## config.mk

```make
export PLATFORM = sky130hd
export DESIGN_NAME = a51_keystream_byte_cipher_top_flat
export DESIGN_NICKNAME = d
export VERILOG_FILES = /design/src/rtl/a51kbc_pkg.sv /design/src/rtl/a51kbc_ifs.sv /design/src/rtl/a51kbc_ctrl.sv /design/src/rtl/a51kbc_datapath.sv /design/src/rtl/a51_keystream_byte_cipher_top.sv /design/src/flat_wrapper.sv
export SDC_FILE = /design/constraint.sdc
export NUM_CORES = 1
export LEC_CHECK = 0
export ABC_AREA = 0
export BUFFER_PORTS_ARGS = -buffer_cell sky130_fd_sc_hd__buf_2
export CAP_MARGIN = 20
export CORE_ASPECT_RATIO = 0.7
export CORE_UTILIZATION = 55
export DETAILED_ROUTE_END_ITERATION = 12
export PLACE_DENSITY = 0.7
export SLEW_MARGIN = 25
export SYNTH_ARGS = -nofsm -noshare
export SYNTH_HDL_FRONTEND = slang
export SYNTH_HIERARCHICAL = 1
export SYNTH_SLANG_ARGS = --single-unit
export TNS_END_PERCENT = 5
```

## constraint.sdc

```tcl
create_clock -name clk -period 3.3 [get_ports clk]
set_clock_uncertainty 0.05 [all_clocks]
set_input_delay 0.33 -clock clk [delete_from_list [all_inputs] [get_ports clk]]
set_output_delay 0.33 -clock clk [all_outputs]
set_load 0.02 [all_outputs]
```

## src/rtl/a51kbc_pkg.sv

```systemverilog
package a51kbc_pkg;

    localparam int FRAME_BITS_DEF = 228;
    localparam int WARMUP_DEF     = 100;

    localparam int BYTE_W     = 8;
    localparam int KEY_W      = 64;
    localparam int FRAME_W    = 22;
    localparam int HDR_W      = 8;
    localparam int BIF_W      = 8;
    localparam int STEP_W     = 8;
    localparam int BITCNT_W   = 3;
    localparam int CFG_IDX_W  = 2;
    localparam int CFG_DATA_W = 64;
    localparam int KEY_IDX_W  = 6;

    localparam int R1_W = 19;
    localparam int R2_W = 22;
    localparam int R3_W = 23;

    localparam logic [KEY_W-1:0]   KEY_RST   = 64'h4E2F_4D7C_1EB8_8B3A;
    localparam logic [FRAME_W-1:0] FRAME_RST = 22'h3AB3CB;
    localparam logic [HDR_W-1:0]   HDR_RST   = 8'd34;

    localparam logic [CFG_IDX_W-1:0] CFG_SESSION_KEY  = 2'd0;
    localparam logic [CFG_IDX_W-1:0] CFG_FIRST_FRAME  = 2'd1;
    localparam logic [CFG_IDX_W-1:0] CFG_HEADER_BYTES = 2'd2;

    typedef enum logic [2:0] {
        ST_IDLE,
        ST_CHECK,
        ST_BIT,
        ST_KEY,
        ST_FRAME,
        ST_WARM,
        ST_FINISH
    } state_t;

    typedef struct packed {
        logic              load_in;
        logic              hdr_pass;
        logic              rekey_start;
        logic              key_clock;
        logic              frame_clock;
        logic              warm_clock;
        logic              rekey_done;
        logic              key_bit;
        logic              out_load;
        logic [STEP_W-1:0] step;
    } cmd_t;

    typedef struct packed {
        logic rekey_pending;
        logic in_header;
        logic out_free;
    } stat_t;

endpackage

```

## src/rtl/a51kbc_ifs.sv

```systemverilog
interface a51kbc_msg_if;
    logic                            valid;
    logic                            ready;
    logic [a51kbc_pkg::BYTE_W-1:0]   data_byte;
    logic                            message_start;

    modport source (output valid, output data_byte, output message_start, input ready);
    modport sink   (input valid, input data_byte, input message_start, output ready);
endinterface

interface a51kbc_res_if;
    logic                            valid;
    logic                            ready;
    logic [a51kbc_pkg::BYTE_W-1:0]   out_byte;

    modport source (output valid, output out_byte, input ready);
    modport sink   (input valid, input out_byte, output ready);
endinterface

```

## src/rtl/a51kbc_ctrl.sv

```systemverilog
module a51kbc_ctrl #(
    parameter int WARMUP_CLOCKS = a51kbc_pkg::WARMUP_DEF
) (
    input  logic                clk,
    input  logic                rst_n,
    input  logic                in_valid,
    output logic                in_ready,
    input  a51kbc_pkg::stat_t   stat,
    output a51kbc_pkg::cmd_t    cmd
);

    a51kbc_pkg::state_t                     state_reg, state_next;
    logic [a51kbc_pkg::STEP_W-1:0]          step_reg, step_next;
    logic [a51kbc_pkg::BITCNT_W-1:0]        bitcnt_reg, bitcnt_next;
    logic [a51kbc_pkg::STEP_W:0]            step_inc;

    assign step_inc = {1'b0, step_reg} + 1'b1;

    always_ff @(posedge clk or negedge rst_n)
    begin
        if (!rst_n)
        begin
            state_reg  <= a51kbc_pkg::ST_IDLE;
            step_reg   <= '0;
            bitcnt_reg <= '0;
        end
        else
        begin
            state_reg  <= state_next;
            step_reg   <= step_next;
            bitcnt_reg <= bitcnt_next;
        end
    end

    always_comb
    begin
        state_next  = state_reg;
        step_next   = step_reg;
        bitcnt_next = bitcnt_reg;
        in_ready    = 1'b0;
        cmd         = '0;
        cmd.step    = step_reg;
        case (state_reg)
            a51kbc_pkg::ST_IDLE:
            begin
                in_ready = 1'b1;
                if (in_valid)
                begin
                    cmd.load_in = 1'b1;
                    state_next  = a51kbc_pkg::ST_CHECK;
                end
            end
            a51kbc_pkg::ST_CHECK:
            begin
                bitcnt_next = '0;
                if (stat.in_header)
                begin
                    cmd.hdr_pass = 1'b1;
                    state_next   = a51kbc_pkg::ST_FINISH;
                end
                else
                begin
                    state_next = a51kbc_pkg::ST_BIT;
                end
            end
            a51kbc_pkg::ST_BIT:
            begin
                if (stat.rekey_pending)
                begin
                    cmd.rekey_start = 1'b1;
                    step_next       = '0;
                    state_next      = a51kbc_pkg::ST_KEY;
                end
                else
                begin
                    cmd.key_bit = 1'b1;
                    bitcnt_next = bitcnt_reg + 1'b1;
                    if (bitcnt_reg == '1)
                    begin
                        state_next = a51kbc_pkg::ST_FINISH;
                    end
                end
            end
            a51kbc_pkg::ST_KEY:
            begin
                cmd.key_clock = 1'b1;
                if (step_inc == (a51kbc_pkg::STEP_W+1)'(a51kbc_pkg::KEY_W))
                begin
                    step_next  = '0;
                    state_next = a51kbc_pkg::ST_FRAME;
                end
                else
                begin
                    step_next = step_inc[a51kbc_pkg::STEP_W-1:0];
                end
            end
            a51kbc_pkg::ST_FRAME:
            begin
                cmd.frame_clock = 1'b1;
                if (step_inc == (a51kbc_pkg::STEP_W+1)'(a51kbc_pkg::FRAME_W))
                begin
                    step_next = '0;
                    if (WARMUP_CLOCKS == 0)
                    begin
                        cmd.rekey_done = 1'b1;
                        state_next     = a51kbc_pkg::ST_BIT;
                    end
                    else
                    begin
                        state_next = a51kbc_pkg::ST_WARM;
                    end
                end
                else
                begin
                    step_next = step_inc[a51kbc_pkg::STEP_W-1:0];
                end
            end
            a51kbc_pkg::ST_WARM:
            begin
                cmd.warm_clock = 1'b1;
                if (step_inc == (a51kbc_pkg::STEP_W+1)'(WARMUP_CLOCKS))
                begin
                    step_next      = '0;
                    cmd.rekey_done = 1'b1;
                    state_next     = a51kbc_pkg::ST_BIT;
                end
                else
                begin
                    step_next = step_inc[a51kbc_pkg::STEP_W-1:0];
                end
            end
            a51kbc_pkg::ST_FINISH:
            begin
                if (stat.out_free)
                begin
                    cmd.out_load = 1'b1;
                    state_next   = a51kbc_pkg::ST_IDLE;
                end
            end
            default:
            begin
                state_next = a51kbc_pkg::ST_IDLE;
            end
        endcase
    end

endmodule

```

## src/rtl/a51kbc_datapath.sv

```systemverilog
module a51kbc_datapath #(
    parameter int FRAME_BITS = a51kbc_pkg::FRAME_BITS_DEF
) (
    input  logic                                clk,
    input  logic                                rst_n,
    input  logic                                cfg_we,
    input  logic [a51kbc_pkg::CFG_IDX_W-1:0]    cfg_index,
    input  logic [a51kbc_pkg::CFG_DATA_W-1:0]   cfg_data,
    input  logic [a51kbc_pkg::BYTE_W-1:0]       in_data,
    input  logic                                in_start,
    input  a51kbc_pkg::cmd_t                    cmd,
    output a51kbc_pkg::stat_t                   stat,
    output logic                                out_valid,
    input  logic                                out_ready,
    output logic [a51kbc_pkg::BYTE_W-1:0]       out_byte
);

    logic [a51kbc_pkg::KEY_W-1:0]   key_reg;
    logic [a51kbc_pkg::FRAME_W-1:0] first_frame_reg;
    logic [a51kbc_pkg::HDR_W-1:0]   hdr_bytes_reg;

    logic [a51kbc_pkg::R1_W-1:0]    r1_reg, r1_next;
    logic [a51kbc_pkg::R2_W-1:0]    r2_reg, r2_next;
    logic [a51kbc_pkg::R3_W-1:0]    r3_reg, r3_next;

    logic [a51kbc_pkg::FRAME_W-1:0] frame_num_reg;
    logic [a51kbc_pkg::FRAME_W-1:0] frame_idx_reg;
    logic [a51kbc_pkg::BIF_W-1:0]   bif_reg;
    logic [a51kbc_pkg::HDR_W-1:0]   hdr_cnt_reg;
    logic                           rekey_pending_reg;

    logic [a51kbc_pkg::BYTE_W-1:0]  data_reg;
    logic [a51kbc_pkg::BYTE_W-1:0]  res_reg;
    logic [a51kbc_pkg::BYTE_W-1:0]  out_byte_reg;
    logic                           out_valid_reg;

    logic                           feed_bit;
    logic                           c1, c2, c3, maj;
    logic                           ks;
    logic [a51kbc_pkg::BIF_W:0]     bif_inc;

    function automatic logic [a51kbc_pkg::R1_W-1:0] feed1(
        input logic [a51kbc_pkg::R1_W-1:0] r, input logic x);
        return {r[a51kbc_pkg::R1_W-2:0], r[18] ^ r[17] ^ r[16] ^ r[13] ^ x};
    endfunction

    function automatic logic [a51kbc_pkg::R2_W-1:0] feed2(
        input logic [a51kbc_pkg::R2_W-1:0] r, input logic x);
        return {r[a51kbc_pkg::R2_W-2:0], r[21] ^ r[20] ^ x};
    endfunction

    function automatic logic [a51kbc_pkg::R3_W-1:0] feed3(
        input logic [a51kbc_pkg::R3_W-1:0] r, input logic x);
        return {r[a51kbc_pkg::R3_W-2:0], r[22] ^ r[21] ^ r[20] ^ r[7] ^ x};
    endfunction

    assign c1  = r1_reg[8];
    assign c2  = r2_reg[10];
    assign c3  = r3_reg[10];
    assign maj = (c1 & c2) | (c1 & c3) | (c2 & c3);
    assign ks  = r1_reg[18] ^ r2_reg[21] ^ r3_reg[22];

    assign feed_bit = cmd.key_clock ? key_reg[~cmd.step[a51kbc_pkg::KEY_IDX_W-1:0]]
                                    : frame_num_reg[0];

    assign bif_inc = {1'b0, bif_reg} + 1'b1;

    always_comb
    begin
        r1_next = r1_reg;
        r2_next = r2_reg;
        r3_next = r3_reg;
        if (cmd.rekey_start)
        begin
            r1_next = '0;
            r2_next = '0;
            r3_next = '0;
        end
        else if (cmd.key_clock || cmd.frame_clock)
        begin
            r1_next = feed1(r1_reg, feed_bit);
            r2_next = feed2(r2_reg, feed_bit);
            r3_next = feed3(r3_reg, feed_bit);
        end
        else if (cmd.warm_clock || cmd.key_bit)
        begin
            if (c1 == maj) r1_next = feed1(r1_reg, 1'b0);
            if (c2 == maj) r2_next = feed2(r2_reg, 1'b0);
            if (c3 == maj) r3_next = feed3(r3_reg, 1'b0);
        end
    end

    always_ff @(posedge clk or negedge rst_n)
    begin
        if (!rst_n)
        begin
            key_reg         <= a51kbc_pkg::KEY_RST;
            first_frame_reg <= a51kbc_pkg::FRAME_RST;
            hdr_bytes_reg   <= a51kbc_pkg::HDR_RST;
        end
        else if (cfg_we)
        begin
            case (cfg_index)
                a51kbc_pkg::CFG_SESSION_KEY:
                    key_reg <= cfg_data[a51kbc_pkg::KEY_W-1:0];
                a51kbc_pkg::CFG_FIRST_FRAME:
                    first_frame_reg <= cfg_data[a51kbc_pkg::FRAME_W-1:0];
                a51kbc_pkg::CFG_HEADER_BYTES:
                    hdr_bytes_reg <= cfg_data[a51kbc_pkg::HDR_W-1:0];
                default:
                    ;
            endcase
        end
    end

    always_ff @(posedge clk or negedge rst_n)
    begin
        if (!rst_n)
        begin
            r1_reg            <= '0;
            r2_reg            <= '0;
            r3_reg            <= '0;
            frame_idx_reg     <= '0;
            bif_reg           <= '0;
            hdr_cnt_reg       <= '0;
            rekey_pending_reg <= 1'b1;
            out_valid_reg     <= 1'b0;
        end
        else
        begin
            r1_reg <= r1_next;
            r2_reg <= r2_next;
            r3_reg <= r3_next;

            if (cmd.load_in && in_start)
            begin
                hdr_cnt_reg       <= '0;
                bif_reg           <= '0;
                frame_idx_reg     <= '0;
                rekey_pending_reg <= 1'b1;
            end

            if (cmd.hdr_pass)
            begin
                hdr_cnt_reg <= hdr_cnt_reg + 1'b1;
            end

            if (cmd.rekey_done)
            begin
                bif_reg           <= '0;
                rekey_pending_reg <= 1'b0;
            end

            if (cmd.key_bit)
            begin
                if (bif_inc >= (a51kbc_pkg::BIF_W+1)'(FRAME_BITS))
                begin
                    bif_reg           <= '0;
                    frame_idx_reg     <= frame_idx_reg + 1'b1;
                    rekey_pending_reg <= 1'b1;
                end
                else
                begin
                    bif_reg <= bif_inc[a51kbc_pkg::BIF_W-1:0];
                end
            end

            if (cmd.out_load)
            begin
                out_valid_reg <= 1'b1;
            end
            else if (out_ready)
            begin
                out_valid_reg <= 1'b0;
            end
        end
    end

    always_ff @(posedge clk)
    begin
        if (cmd.load_in)
        begin
            data_reg <= in_data;
        end
        else if (cmd.key_bit)
        begin
            data_reg <= data_reg >> 1;
        end

        if (cmd.hdr_pass)
        begin
            res_reg <= data_reg;
        end
        else if (cmd.key_bit)
        begin
            res_reg <= {data_reg[0] ^ ks, res_reg[a51kbc_pkg::BYTE_W-1:1]};
        end

        if (cmd.rekey_start)
        begin
            frame_num_reg <= first_frame_reg + frame_idx_reg;
        end
        else if (cmd.frame_clock)
        begin
            frame_num_reg <= frame_num_reg >> 1;
        end

        if (cmd.out_load)
        begin
            out_byte_reg <= res_reg;
        end
    end

    assign stat.rekey_pending = rekey_pending_reg;
    assign stat.in_header     = hdr_cnt_reg < hdr_bytes_reg;
    assign stat.out_free      = !out_valid_reg || out_ready;

    assign out_valid = out_valid_reg;
    assign out_byte  = out_byte_reg;

endmodule

```

## src/rtl/a51_keystream_byte_cipher_top.sv

```systemverilog
// A header byte goes whole, and an encrypted byte bit by bit, from the input register
// into the result register, then into the output register once that is free. A new byte
// is taken only after the previous one is in the output register; the LFSR datapath
// yields one keystream bit per clock while no rekey is pending, and every FRAME_BITS
// keystream bits a rekey clears it, clocks in 64 key and 22 frame bits, then warms up.
// Reset: registers take their default values, counters clear, a rekey is pending.
module a51_keystream_byte_cipher_top #(
    parameter int FRAME_BITS    = a51kbc_pkg::FRAME_BITS_DEF,
    parameter int WARMUP_CLOCKS = a51kbc_pkg::WARMUP_DEF
) (
    input  logic                                clk,
    input  logic                                rst_n,
    input  logic                                cfg_we,
    input  logic [a51kbc_pkg::CFG_IDX_W-1:0]    cfg_index,
    input  logic [a51kbc_pkg::CFG_DATA_W-1:0]   cfg_data,
    a51kbc_msg_if.sink                          msg,
    a51kbc_res_if.source                        result
);

    a51kbc_pkg::cmd_t  cmd;
    a51kbc_pkg::stat_t stat;

    a51kbc_ctrl #(
        .WARMUP_CLOCKS (WARMUP_CLOCKS)
    ) u_ctrl (
        .clk      (clk),
        .rst_n    (rst_n),
        .in_valid (msg.valid),
        .in_ready (msg.ready),
        .stat     (stat),
        .cmd      (cmd)
    );

    a51kbc_datapath #(
        .FRAME_BITS (FRAME_BITS)
    ) u_datapath (
        .clk       (clk),
        .rst_n     (rst_n),
        .cfg_we    (cfg_we),
        .cfg_index (cfg_index),
        .cfg_data  (cfg_data),
        .in_data   (msg.data_byte),
        .in_start  (msg.message_start),
        .cmd       (cmd),
        .stat      (stat),
        .out_valid (result.valid),
        .out_ready (result.ready),
        .out_byte  (result.out_byte)
    );

endmodule

```

## src/flat_wrapper.sv

```systemverilog
// flat-port wrapper written by rule: the top's interface ports become plain ports
module a51_keystream_byte_cipher_top_flat 
#(
    parameter int FRAME_BITS    = a51kbc_pkg::FRAME_BITS_DEF,
    parameter int WARMUP_CLOCKS = a51kbc_pkg::WARMUP_DEF
)
  (clk, rst_n, cfg_we, cfg_index, cfg_data, msg_valid, msg_data_byte, msg_message_start, msg_ready, result_valid, result_out_byte, result_ready);
  a51kbc_msg_if msg_i ();
  a51kbc_res_if result_i ();
  input  logic clk;
  input  logic rst_n;
  input  logic cfg_we;
  input  logic [a51kbc_pkg::CFG_IDX_W-1:0] cfg_index;
  input  logic [a51kbc_pkg::CFG_DATA_W-1:0] cfg_data;
  input wire logic [$bits(msg_i.valid)-1:0] msg_valid;
  input wire logic [$bits(msg_i.data_byte)-1:0] msg_data_byte;
  input wire logic [$bits(msg_i.message_start)-1:0] msg_message_start;
  output wire logic [$bits(msg_i.ready)-1:0] msg_ready;
  output wire logic [$bits(result_i.valid)-1:0] result_valid;
  output wire logic [$bits(result_i.out_byte)-1:0] result_out_byte;
  input wire logic [$bits(result_i.ready)-1:0] result_ready;
  assign msg_i.valid = msg_valid;
  assign msg_i.data_byte = msg_data_byte;
  assign msg_i.message_start = msg_message_start;
  assign msg_ready = msg_i.ready;
  assign result_valid = result_i.valid;
  assign result_out_byte = result_i.out_byte;
  assign result_i.ready = result_ready;
  a51_keystream_byte_cipher_top #(.FRAME_BITS(FRAME_BITS), .WARMUP_CLOCKS(WARMUP_CLOCKS)) u_core (.clk(clk), .rst_n(rst_n), .cfg_we(cfg_we), .cfg_index(cfg_index), .cfg_data(cfg_data), .msg(msg_i), .result(result_i));
endmodule
```

Word-level counts from Yosys, hierarchy flattened
Cells that the tools add are included.
- register bits after elaboration: 258
- output and inout port bits: 10
- input port bits: 80
- order comparisons: 3
- bitwise operators: 19
- add/subtract/negate cells: 6
- equal/unequal tests: 23
- mux-type cells: 66
- reductions and logical operators: 28
- operator list (operator ; count):
    2-to-1 mux 22 bit ; 9
    2-to-1 mux 8 bit ; 13
    2-to-1 mux 23 bit ; 4
    2-to-1 mux 19 bit ; 4
    one-hot mux 8 bit (4 select lines) ; 1
    2-to-1 mux 3 bit ; 9
    adder 22 x 1 -> 22 bit (second input constant) ; 1
    adder 22 bit ; 1
    2-to-1 mux 1 bit ; 22
    one-hot mux 3 bit (7 select lines) ; 1
    adder 8 x 1 -> 9 bit (second input constant) ; 2
    equality test 9 x 7 -> 1 bit (second input constant) ; 2
    AND reduction 2 bit ; 8
    nonzero test 3 bit ; 5
    bitwise XOR 1 bit ; 13
    equality test 3 bit (second input constant) ; 4
    inequality test 2 bit (second input constant) ; 6
    nonzero test 2 bit ; 6
    equality test 9 x 5 -> 1 bit (second input constant) ; 1
    >= comparator 9 x 8 -> 1 bit (second input constant) ; 1
    adder 8 x 1 -> 8 bit (second input constant) ; 1
    less-than comparator 8 bit ; 1
    less-than comparator 6 x 7 -> 1 bit (second input constant) ; 1
    binary-select mux 1 bit (select 6 bit) ; 1
    other kinds (20) ; 28

Logic depth before layout (Yosys ltp)
Gate-level depths: netlist of the first run.
- depth in word-level cells: 8
- mapped depth: 14

Modules after synthesis
Netlist of the first run, hierarchy kept.
- modules (own cells, without submodules) (module ; times used ; area each (µm²) ; cells each):
    a51kbc_datapath ; 1 ; 11908.9 ; 1058
    a51kbc_ctrl ; 1 ; 1141.1 ; 134

Least setup slack after synthesis of the first run
OpenSTA, ideal clock, no wires.
- kind: flip-flop to flip-flop
- start point: register u_core/u_datapath/hdr_bytes_reg[1] (netlist name)
- end point: register u_core/u_datapath/res_reg[1] (netlist name), data pin
- arrival: 2607 ps
- buffers on the path: 1
- clock period less this slack: 2917 ps
- path slack: 383 ps
- setup time: 260 ps
- data required time: 2990 ps
- stages on the path, launching flop included: 12
- path through: dfstp_2 > inv_1 > ha_1 > a21o_1 > a21o_1 > a21o_1 > a21o_1 > a21oi_1 > o21a_1 > and3_1 > clkbuf_1 > mux2_2
- RTL lines (element ; line ; text):
    from (decl) ; a51kbc_datapath.sv:20 ; logic [a51kbc_pkg::HDR_W-1:0] hdr_bytes_reg;
    from (signal assigned) ; a51kbc_datapath.sv:99 ; hdr_bytes_reg <= a51kbc_pkg::HDR_RST;
    from (signal assigned) ; a51kbc_datapath.sv:109 ; hdr_bytes_reg <= cfg_data[a51kbc_pkg::HDR_W-1:0];
    to (signal assigned) ; a51kbc_datapath.sv:192 ; res_reg <= data_reg;
    to (signal assigned) ; a51kbc_datapath.sv:196 ; res_reg <= {data_reg[0] ^ ks, res_reg[a51kbc_pkg::BYTE_W-1:1]};
    to (decl) ; a51kbc_datapath.sv:33 ; logic [a51kbc_pkg::BYTE_W-1:0] res_reg;

Final worst setup path of the first run
- start point: register u_core/u_datapath/bif_reg[0] (netlist name)
- end point: register u_core/u_datapath/frame_idx_reg[21] (netlist name)
- cells in the longest elaborated chain, start to end: 4
- RTL lines (element ; line ; text):
    from (decl) ; a51kbc_datapath.sv:28 ; logic [a51kbc_pkg::BIF_W-1:0] bif_reg;
    from (signal assigned) ; a51kbc_datapath.sv:164 ; bif_reg <= bif_inc[a51kbc_pkg::BIF_W-1:0];
    adder 8 x 1 -> 9 bit ; a51kbc_datapath.sv:66 ; assign bif_inc = {1'b0, bif_reg} + 1'b1;
    >= comparator 9 x 8 -> 1 bit ; a51kbc_datapath.sv:156 ; if (bif_inc >= (a51kbc_pkg::BIF_W+1)'(FRAME_BITS))
    2-to-1 mux 22 bit ; a51kbc_datapath.sv:156 ;
    2-to-1 mux 22 bit ; a51kbc_datapath.sv:154 ; if (cmd.key_bit)
    to (signal assigned) ; a51kbc_datapath.sv:159 ; frame_idx_reg <= frame_idx_reg + 1'b1;
    to (decl) ; a51kbc_datapath.sv:27 ; logic [a51kbc_pkg::FRAME_W-1:0] frame_idx_reg;
Every way passes these cells.
A chain may end at the register's enable or synchronous reset.

==> results of run 1 <==
cell families after synthesis:
logic type               count (synthesis)
multiplexers                           154
flip-flops                             258
adder cells (fa/ha/maj)                 40
buffers and inverters                   98
AND/OR/NAND/NOR                        383
AO/OA/AOI/OAI                          228
XOR/XNOR                                31
critical path: stages (launching register included):
cell and delay, ns:
dfrtp_1 0.43, ha_1 0.28, nor3b_1 0.16, mux2i_1 0.16
o221ai_1 0.16, maj3_2 0.35, or4_1 0.71, or4_1 0.54
a21boi_1 0.17
metrics by stage:
stage	setup WS, ns	total power, mW	hold slack [ns]
2_1_floorplan	0.383	7.61	-0.0156
3_3_place_gp	0.284	8.54	0.352
3_5_place_dp	0.247	8.65	0.349
4_1_cts	0.233	11.9	0.000981
5_1_grt	0.0823	12.6	0.00514
6_report	0.224	11.8	0.0150
final cells by class:
type | count | area, sq um | area share
multi-input cells | 836 | 5930 | 0.386
inverters | 38 | 143 | 0.00927
clock inverters | 8 | 98.8 | 0.00642
repair buffers | 170 | 1230 | 0.0799
clock buffers | 41 | 841 | 0.0546
well taps | 312 | 390 | 0.0254
flip-flops and latches | 258 | 6750 | 0.439
cells in the final DEF (no fill, tap or decap), types with 13 or more instances in the layout:
master	count
a21o_1	15
a21oi_1	52
a31oi_1	13
buf_2	88
buf_4	26
clkbuf_16	29
dfrtp_1	161
dfstp_2	51
dlygate4sd3_1	52
edfxtp_1	46
ha_1	38
inv_1	37
mux2_2	125
mux2i_1	13
mux4_2	15
nand2_1	187
nand3_1	60
nor2_1	37
nor3_1	18
o21ai_0	61
o31ai_1	15
xnor2_1	23
worst paths after layout:
check,start,endpoint,slack (ns),cells past startpoint
worst max-delay path,u_core/u_datapath/bif_reg[0]$_DFFE_PN0P_,u_core/u_datapath/frame_idx_reg[21]$_DFF_PN0_,0.22,8
worst min-delay path,cfg_data[57],u_core/u_datapath/key_reg[57]$_DFFE_PN1P_,0.01,2
worst max register to register,u_core/u_datapath/bif_reg[0]$_DFFE_PN0P_,u_core/u_datapath/frame_idx_reg[21]$_DFF_PN0_,0.22,8
worst min register to register,u_core/u_datapath/res_reg[0]$_DFFE_PP_,u_core/u_datapath/out_byte[0]$_DFFE_PP_,0.37,0
max in group asynchronous,rst_n,u_core/u_datapath/hdr_bytes_reg[1]$_DFFE_PN1P_,2.00,3
min in group asynchronous,rst_n,u_core/u_datapath/r3_reg[18]$_DFFE_PN0P_,0.32,2
layer usage:
metal | vias up | track usage | wire [microns]
li1 | 4598 | - | -
met1 | 4684 | 0.368 | 14000
met2 | 232 | 0.347 | 12300
met3 | 40 | 0.0316 | 1400
met4 | 0 | 0.0468 | 438
met5 | - | 0 | 0
repair_timing:
item	in CTS	in global routing
hold buffers	52	0
gates resized for setup	0	2
hold endpoints to repair	110	0
endpoints found under the setup margin	0	2
power groups by stage:
stage,Combinational [mW],Clock (mW),Sequential (mW)
floorplan,2.88,0,4.73
global placement,3.65,0,4.89
detailed placement,3.73,0,4.91
CTS,3.81,3.22,4.87
global route,4.25,3.34,4.99
finish,3.81,3.15,4.88
==> flow_metrics.tcl, run 1 <==
set metrics [dict create \
    overflow 0 \
    yosysSeqAreaShare 0.517 \
    die_h_microns 131 \
    synthTopCellsByCount "nand2_1 (187), dfrtp_1 (161), mux2_2 (125)" \
    p_leak_nw 6.70 \
    syn_avg_cell_area_sq_um 10.9 \
    largest_reg_flops 64 \
    max_slew_margin 0.400 \
    cts_made_buffers 27 \
    layout.nets 1450 \
    synth_top_area_share 0.309 \
    crit_arrival_ns 3.49 \
    layout-drive-gt1-share 0.275 \
    async_reset_ff_frac 0.822 \
    num-fill-cells 1696 \
    setup_viol 0 \
    gp_congestion 0.852 \
    synth_edf_count 46 \
    die_area_sq_um 24400 \
    grt_usage 0.234 \
    cp.required_ns 3.71 \
    synth_cells 1192 \
    p_seq_frac 0.412 \
    critical_path_class "flop to flop" \
    ant_nets 0 \
    synthSimpleGateAreaFrac 0.136 \
    start_util 0.568 \
    synth-compound-area-share 0.112 \
    combPwrFrac 0.322 \
    mappedNetlistArea_sq_um 13100 \
    synth_seq_cells 258 \
    worst_pin_slew_ns 0.892 \
    synth_xor_area_frac 0.0208 \
    cp_max_fo 9 \
    clkLatencyLatePin_ns 0.54 \
    drt-initial-drc-count 652 \
    place_inst 1562 \
    io_pins 90 \
    post-route-drc-count 0 \
    num_vias 9554 \
    grt_setup_unrepaired "no" \
    firstDrtPassIters 5 \
    clock_path_buffers 3 \
    synth_mux_area_frac 0.145 \
    antenna_found_initial 0 \
    end_kind "flop" \
    cts_tree "built" \
    status "finished, final reports clean" \
    yosysWarnings 6 \
    synth_fa_ha_area_frac 0.0388 \
    max_freq_mhz 325 \
    path_clk_slew_ns 0.07 \
    finalCriticalPeriod_ns 3.08 \
    root_buffer "clkbuf_16" \
    final_cells 1663 \
    setup_tns_ns 0 \
    p_switching_mw 4.00 \
    cap_violations 0 \
    diodes 0 \
    drt-total-wl_microns 28100 \
    ir_worst_vdd_mv 0.485 \
    swShare 0.338 \
    synth.distinct_cells 67 \
    dpl_cell_area_sq_um 13900 \
    clkPwrFrac 0.266 \
    rows 46 \
    finish.utilization 0.670 \
    grt_max_degree 78 \
    internal-power_mw 7.84 \
    post_cts_buffers 0 \
    design_area_sq_um 15400 \
    dp_hpwl_microns 18800 \
    cts_htree_levels 1 \
    grt_pass1_wl_microns 45600 \
    synthToLayoutAreaGrowth_pct 17.9 \
    core_sq_um 23000 \
    grt_pass1_vias 8706 \
    hp-class "input pin to flop" \
    synth_flop_cell "dfrtp_1" \
    yosys.area.top_type "dfrtp_1" \
    synth.area.top_cells "dfrtp_1 (31%), mux2_2 (11%), edfxtp_1 (11%)" \
    vias_per_cell 5.75 \
    hold_viol 0 \
    synth_nets 1311 \
    wire_per_inst_microns 16.9 \
    clock-sinks 258 \
    min_period_over_period 0.932 \
    cellPowerDensity_nw_per_um2 769 \
    die_w_microns 186 \
    start_kind "flop" \
    synth.most_common_cell "nand2_1" \
    slew_violations 0 \
    synth_top_family_by_area "multiplexers" \
    portBuffers 89 \
]
Power figures use the tool's default switching activity.
==> run 2: changes to the inputs <==
--- a/config.mk
+++ b/config.mk
@@ -12,6 +12,7 @@
 export CORE_UTILIZATION = 55
 export DETAILED_ROUTE_END_ITERATION = 12
 export PLACE_DENSITY = 0.7
+export REMOVE_ABC_BUFFERS = 1
 export SLEW_MARGIN = 25
 export SYNTH_ARGS = -nofsm -noshare
 export SYNTH_HDL_FRONTEND = slang
==> run 2 against run 1 <==
Effect of this change:
- first-iteration DRC count increased by 16%
- clock power about the same
- total power increased by 0.88%
- global-route usage increased by 2.0 points
- flip-flop and latch count unchanged
- register-to-register slack got worse by 0.05 ns
- routed wire length increased by 6.9%
- sequential power increased by 1%
- via count increased by 1.6%
- cell count decreased by 0.12%
- final area about the same
- sequential share of layout area about the same
- largest cell class unchanged
- largest power group unchanged
- highest routed layer unchanged
==> flow_metrics.tcl, run 2 (same netlist as run 1, synthesis figures left out) <==
set metrics [dict create \
    ir_worst_vdd_mv 0.519 \
    start_util 0.568 \
    die_w_microns 186 \
    cts_made_buffers 26 \
    num_vias 9710 \
    crit_slowest_cell "dfstp_2" \
    layout.nets 1448 \
    worstPathCellList "ha_1 -> inv_1 -> fa_1 -> nand2b_1 -> a2111oi_0 -> buf_4 -> o31ai_1 -> a21oi_1 -> a31oi_1 -> xnor2_1 -> mux2_2" \
    max_freq_mhz 320 \
    hp-class "input pin to flop" \
    post-route-drc-count 0 \
    rows 46 \
    wire_per_inst_microns 18.1 \
    grt_usage 0.255 \
    die_h_microns 131 \
    clkLatencyLatePin_ns 0.53 \
    gp_congestion 0.854 \
    io_pins 90 \
    ant_nets 0 \
    cts_tree "built" \
    post_cts_buffers 0 \
    status "finished, final reports clean" \
    design_area_sq_um 15400 \
    final_common_cell "nand2_1" \
    clock_path_buffers 3 \
    drt-initial-drc-count 754 \
    cap_violations 0 \
    cts_htree_levels 1 \
    clock-sinks 258 \
    grt_pass1_wl_microns 48700 \
    min_period_over_period 0.947 \
    end_kind "flop" \
    overflow 0 \
    firstDrtPassIters 7 \
    crit_arrival_ns 3.35 \
    p_leak_nw 6.70 \
    finalCriticalPeriod_ns 3.12 \
    setup_tns_ns 0 \
    antenna_found_initial 0 \
    layout-drive-gt1-share 0.274 \
    slew_violations 0 \
    largest_reg_flops 64 \
    max_slew_margin 0.346 \
    dp_hpwl_microns 20100 \
    root_buffer "clkbuf_16" \
    start_kind "flop" \
    setup_viol 0 \
    synthToLayoutAreaGrowth_pct 17.9 \
    setup_slack_ns 0.176 \
    path_clk_slew_ns 0.06 \
    cp.required_ns 3.52 \
    rrSetupSlack_ns 0.18 \
    grt_setup_unrepaired "no" \
    num-fill-cells 1720 \
    cp_max_fo 3 \
    worst_path_largest_cell_delay_ns 0.53 \
    worst_pin_slew_ns 0.974 \
    critical_path_class "flop to flop" \
    dpl_worst_slack_ns 0.251 \
    diodes 0 \
    drt-total-wl_microns 30100 \
    finish.utilization 0.670 \
    grt_max_degree 91 \
    dpl_cell_area_sq_um 13900 \
    seq_area_sq_um 6750 \
    grt_pass1_vias 9216 \
    portBuffers 89 \
    die_area_sq_um 24400 \
    multi_input_area_sq_um 5930 \
    finalPower_mw 11.9 \
    cellPowerDensity_nw_per_um2 776 \
    most-common-layout-cells "nand2_1 (187), dfrtp_1 (161), mux2_2 (125)" \
    core_sq_um 23000 \
    vias_per_cell 5.85 \
    hold_viol 0 \
]
run 2: through the flow:
stage | hold slack (ns) | instances
detailed placement | 0.345 | 1562
global route | 0.00921 | 1661
CTS | 0.00159 | 1661
floorplan | -0.0156 | 1132
finish | 0.0100 | 1661
global placement | 0.346 | 1562
run 2: report_power, final:
| group | total [mW] | switching [mW] | internal [mW] |
|---|---|---|---|
| clock network | 3.13 | 1.23 | 1.90 |
| logic | 3.87 | 2.25 | 1.62 |
| registers | 4.94 | 0.629 | 4.31 |
| total | 11.9 | 4.11 | 7.83 |
run 2: area by class of cell:
class | count | share of cell area
sequential | 258 | 0.439
inverter | 38 | 0.00927
clock buffer | 41 | 0.0544
clock inverter | 7 | 0.00569
multi-input combinational | 836 | 0.385
timing repair buffer | 169 | 0.0812
tap | 312 | 0.0254
run 2: path summary, 6_finish.rpt:
| check | start | end | cells after the start |
|---|---|---|---|
| max in group asynchronous | rst_n | u_core/u_datapath/first_frame_reg[12]$_DFFE_PN1P_ | 3 |
| worst min register to register | u_core/u_datapath/res_reg[0]$_DFFE_PP_ | u_core/u_datapath/out_byte[0]$_DFFE_PP_ | 0 |
| worst min-delay path | cfg_data[39] | u_core/u_datapath/key_reg[39]$_DFFE_PN0P_ | 2 |
| min in group asynchronous | rst_n | u_core/u_datapath/first_frame_reg[5]$_DFFE_PN0P_ | 2 |
| worst max register to register | u_core/u_datapath/first_frame_reg[0]$_DFFE_PN1P_ | u_core/u_datapath/frame_num_reg[18]$_DFFE_PP_ | 11 |
| worst max-delay path | u_core/u_datapath/first_frame_reg[0]$_DFFE_PN1P_ | u_core/u_datapath/frame_num_reg[18]$_DFFE_PP_ | 11 |
run 2: repair_timing:
action,4_1_cts,5_1_grt
gates resized for setup,0,3
endpoints found under the setup margin,0,1
hold buffers,51,0
endpoints found under the hold margin,109,0
run 2: metal layers:
layer,GRT usage,part of all wire,up-vias
li1,-,-,4588
met1,0.398,0.49,4735
met3,0.0421,0.072,38
met2,0.374,0.42,349
met4,0.0458,0.015,0
met5,0,0,-
run 2: worst max-delay path, delay by kind of cell (launching register included):
| kind | cells | cell delay [ns] |
|---|---|---|
| muxes | 1 | 0.26 |
| DFF | 1 | 0.53 |
| adders and majority gates | 2 | 0.54 |
| buffers and inverters | 2 | 0.23 |
| and+or+nand+nor | 1 | 0.19 |
| xor gates and xnor gates | 1 | 0.14 |
| AOI/OAI and AO/OA | 4 | 0.92 |
==> run 3: changes to the inputs <==
--- a/config.mk
+++ b/config.mk
@@ -6,6 +6,7 @@
 export NUM_CORES = 1
 export LEC_CHECK = 0
 export ABC_AREA = 0
+export ABC_CLOCK_PERIOD_IN_PS = 3300
 export BUFFER_PORTS_ARGS = -buffer_cell sky130_fd_sc_hd__buf_2
 export CAP_MARGIN = 20
 export CORE_ASPECT_RATIO = 0.7
@@ -16,6 +17,5 @@
 export SLEW_MARGIN = 25
 export SYNTH_ARGS = -nofsm -noshare
 export SYNTH_HDL_FRONTEND = slang
-export SYNTH_HIERARCHICAL = 1
 export SYNTH_SLANG_ARGS = --single-unit
 export TNS_END_PERCENT = 5
==> run 3 against run 2 <==
Effect of this change:
- cell count grew 0.78%
- area after synthesis shrank 0.38%
- worst hold slack gained 0.0063 ns
- register-to-register slack gained 0.12 ns
- critical path depth shrank 3
- global-route usage grew 0.63 points
- sequential power shrank 13%
- critical endpoint is now u_core.u_ctrl.step_reg[6]$_DFFE_PN0P_
- largest cell class unchanged
- highest routed layer unchanged
==> flow_metrics.tcl, run 3 <==
set metrics [dict create \
    hold_viol 0 \
    die_area_sq_um 24300 \
    synthToLayoutAreaGrowth_pct 18.4 \
    dp_hpwl_microns 20200 \
    start_util 0.568 \
    synth.distinct_cells 70 \
    p_leak_nw 6.54 \
    hold_depth 2 \
    post_cts_buffers 0 \
    cts_tree "built" \
    grt_max_degree 95 \
    ir_worst_vdd_mv 0.383 \
    core_sq_um 22900 \
    root_buffer "clkbuf_16" \
    yosysSeqAreaShare 0.519 \
    synth_seq_cells 258 \
    synth_edf_count 46 \
    antenna_found_initial 0 \
    worst_pin_slew_ns 0.795 \
    path_clk_slew_ns 0.07 \
    cap_violations 0 \
    synth.most_common_cell "nand2_1" \
    finalCriticalPeriod_ns 3.00 \
    synth.area.top_cells "dfrtp_1 (31%), edfxtp_1 (11%), dfstp_2 (10%)" \
    async_reset_ff_frac 0.822 \
    ff2ff_path_depth 8 \
    mappedNetlistArea_sq_um 13000 \
    largest_reg_flops 64 \
    critical_path_class "flop to flop" \
    cp_max_fo 14 \
    rows 46 \
    clock-sinks 258 \
    status "finished, final reports clean" \
    most-common-layout-cells "nand2_1 (198), dfrtp_1 (161), o21ai_0 (113)" \
    cts_made_buffers 26 \
    setup_slack_ns 0.298 \
    ant_nets 0 \
    max_freq_mhz 333 \
    num-fill-cells 1772 \
    cts_htree_levels 1 \
    setup_viol 0 \
    diodes 0 \
    drt-total-wl_microns 30100 \
    portBuffers 89 \
    clock_path_buffers 3 \
    layout.nets 1459 \
    max_slew_margin 0.468 \
    layout-drive-gt1-share 0.262 \
    grt_pass1_wl_microns 49500 \
    synthTopCellsByCount "nand2_1 (199), dfrtp_1 (161), o21ai_0 (113)" \
    overflow 0 \
    synth_top_area_share 0.310 \
    post-route-drc-count 0 \
    cp.required_ns 3.68 \
    min_period_over_period 0.910 \
    vias_per_cell 5.74 \
    finalPower_mw 8.98 \
    clkLatencyLatePin_ns 0.55 \
    die_h_microns 131 \
    synth_flop_cell "dfrtp_1" \
    syn_avg_cell_area_sq_um 10.8 \
    grt_setup_unrepaired "no" \
    dpl_worst_slack_ns 0.211 \
    worstPathCellList "buf_4 -> and4_1 -> a21oi_1 -> or3_1 -> a211o_1 -> a22oi_2 -> o21ai_0 -> o2bb2ai_1" \
    end_kind "flop" \
    wire_per_inst_microns 18.0 \
    io_pins 90 \
    slew_violations 0 \
    worst_path_largest_cell_delay_ns 0.60 \
    yosysWarnings 0 \
    crit_arrival_ns 3.38 \
    grt_pass1_vias 9368 \
    hold_slack_ns 0.0163 \
    hp-class "input pin to flop" \
    yosys.area.top_type "dfrtp_1" \
    drt-initial-drc-count 763 \
    cellPowerDensity_nw_per_um2 584 \
    firstDrtPassIters 6 \
    num_vias 9602 \
    grt_usage 0.261 \
    gp_congestion 0.826 \
    die_w_microns 186 \
    synth_cells 1201 \
    crit_slowest_cell "dfrtp_1" \
    final_common_cell "nand2_1" \
    start_kind "flop" \
]
[run 3: cell count changes in the layout (fill, tap and decap cells not counted), sizes merged, moves of 8 or more]
cell | previous run | this run
or3 | 6 | 14
mux2 | 126 | 112
a21oi | 52 | 37
nand2 | 187 | 199
inv | 38 | 29
mux2i | 13 | 28
o21ai | 68 | 113
nand3 | 60 | 30
[run 3: kinds of logic (layout without fill, tap and decap cells)]
family,after synthesis,in the layout,share of synthesized area
AOI/OAI and AO/OA,251,251,0.122
xor gates and xnor gates,35,35,0.0236
adders and majority gates,37,37,0.0362
buffers and inverters,96,257,0.0291
DFF,258,258,0.519
muxes,152,152,0.139
and+or+nand+nor,372,372,0.131
[run 3: cell type report]
| cell class | count | area (sq um) | area share |
|---|---|---|---|
| Inverter | 30 | 113 | 0.00732 |
| Sequential cell | 258 | 6750 | 0.439 |
| Clock buffer | 36 | 739 | 0.0481 |
| Multi-Input combinational cell | 847 | 5900 | 0.384 |
| Timing Repair Buffer | 179 | 1350 | 0.0874 |
| Clock inverter | 12 | 149 | 0.00968 |
| Tap cell | 312 | 390 | 0.0254 |
[run 3: worst max-delay path: cells and delay by family (launching register included)]
kind                   cells  cell delay, ns
DFF                        1            0.60
and+or+nand+nor            2            0.74
buffers and inverters      1            0.34
AOI/OAI and AO/OA          5            1.13
[run 3: repair_timing]
item                                   4_1_cts  5_1_grt
endpoints found under the hold margin      147        0
gates resized for setup                      0        1
setup endpoints to repair                    0        1
hold buffers                                56        0
[run 3: metal layers]
layer | routed length, microns | global-route usage | vias to the layer above
li1 | - | - | 4600
met1 | 15300 | 0.409 | 4675
met2 | 12600 | 0.377 | 275
met3 | 1540 | 0.0396 | 52
met4 | 712 | 0.0685 | 0
met5 | 0 | 0 | -
[run 3: worst paths after layout]
check / slack (ns) / startpoint / end
worst max-delay path: 0.30 / u_core.u_ctrl.step_reg[0]$_DFFE_PN0P_ / u_core.u_ctrl.step_reg[6]$_DFFE_PN0P_
worst min-delay path: 0.02 / cfg_data[9] / u_core.u_datapath.first_frame_reg[9]$_DFFE_PN1P_
worst max register to register: 0.30 / u_core.u_ctrl.step_reg[0]$_DFFE_PN0P_ / u_core.u_ctrl.step_reg[6]$_DFFE_PN0P_
worst min register to register: 0.39 / u_core.u_datapath.res_reg[0]$_DFFE_PP_ / u_core.u_datapath.out_byte[0]$_DFFE_PP_
max in group asynchronous: 1.93 / rst_n / u_core.u_datapath.hdr_bytes_reg[5]$_DFFE_PN1P_
min in group asynchronous: 0.41 / rst_n / u_core.u_datapath.first_frame_reg[4]$_DFFE_PN0P_
[run 3: power by group]
part / internal (mW) / switching (mW) / leakage [nW]
Sequential: 3.92 / 0.398 / 2.78
Clock: 1.81 / 1.28 / 0.440
Combinational: 0.811 / 0.767 / 3.32
[run 3: metrics by stage]
| step | setup TNS, ns | utilization | cell area [sq um] | std cells |
|---|---|---|---|---|
| 4_1_cts | 0 | 0.672 | 15400 | 1674 |
| 3_5_place_dp | 0 | 0.608 | 13900 | 1570 |
| 2_1_floorplan | -161.92 | - | 12700 | 1135 |
| 5_1_grt | 0 | 0.672 | 15400 | 1674 |
| 6_report | 0 | 0.672 | 15400 | 1674 |
| 3_3_place_gp | 0 | 0.608 | 13900 | 1570 |
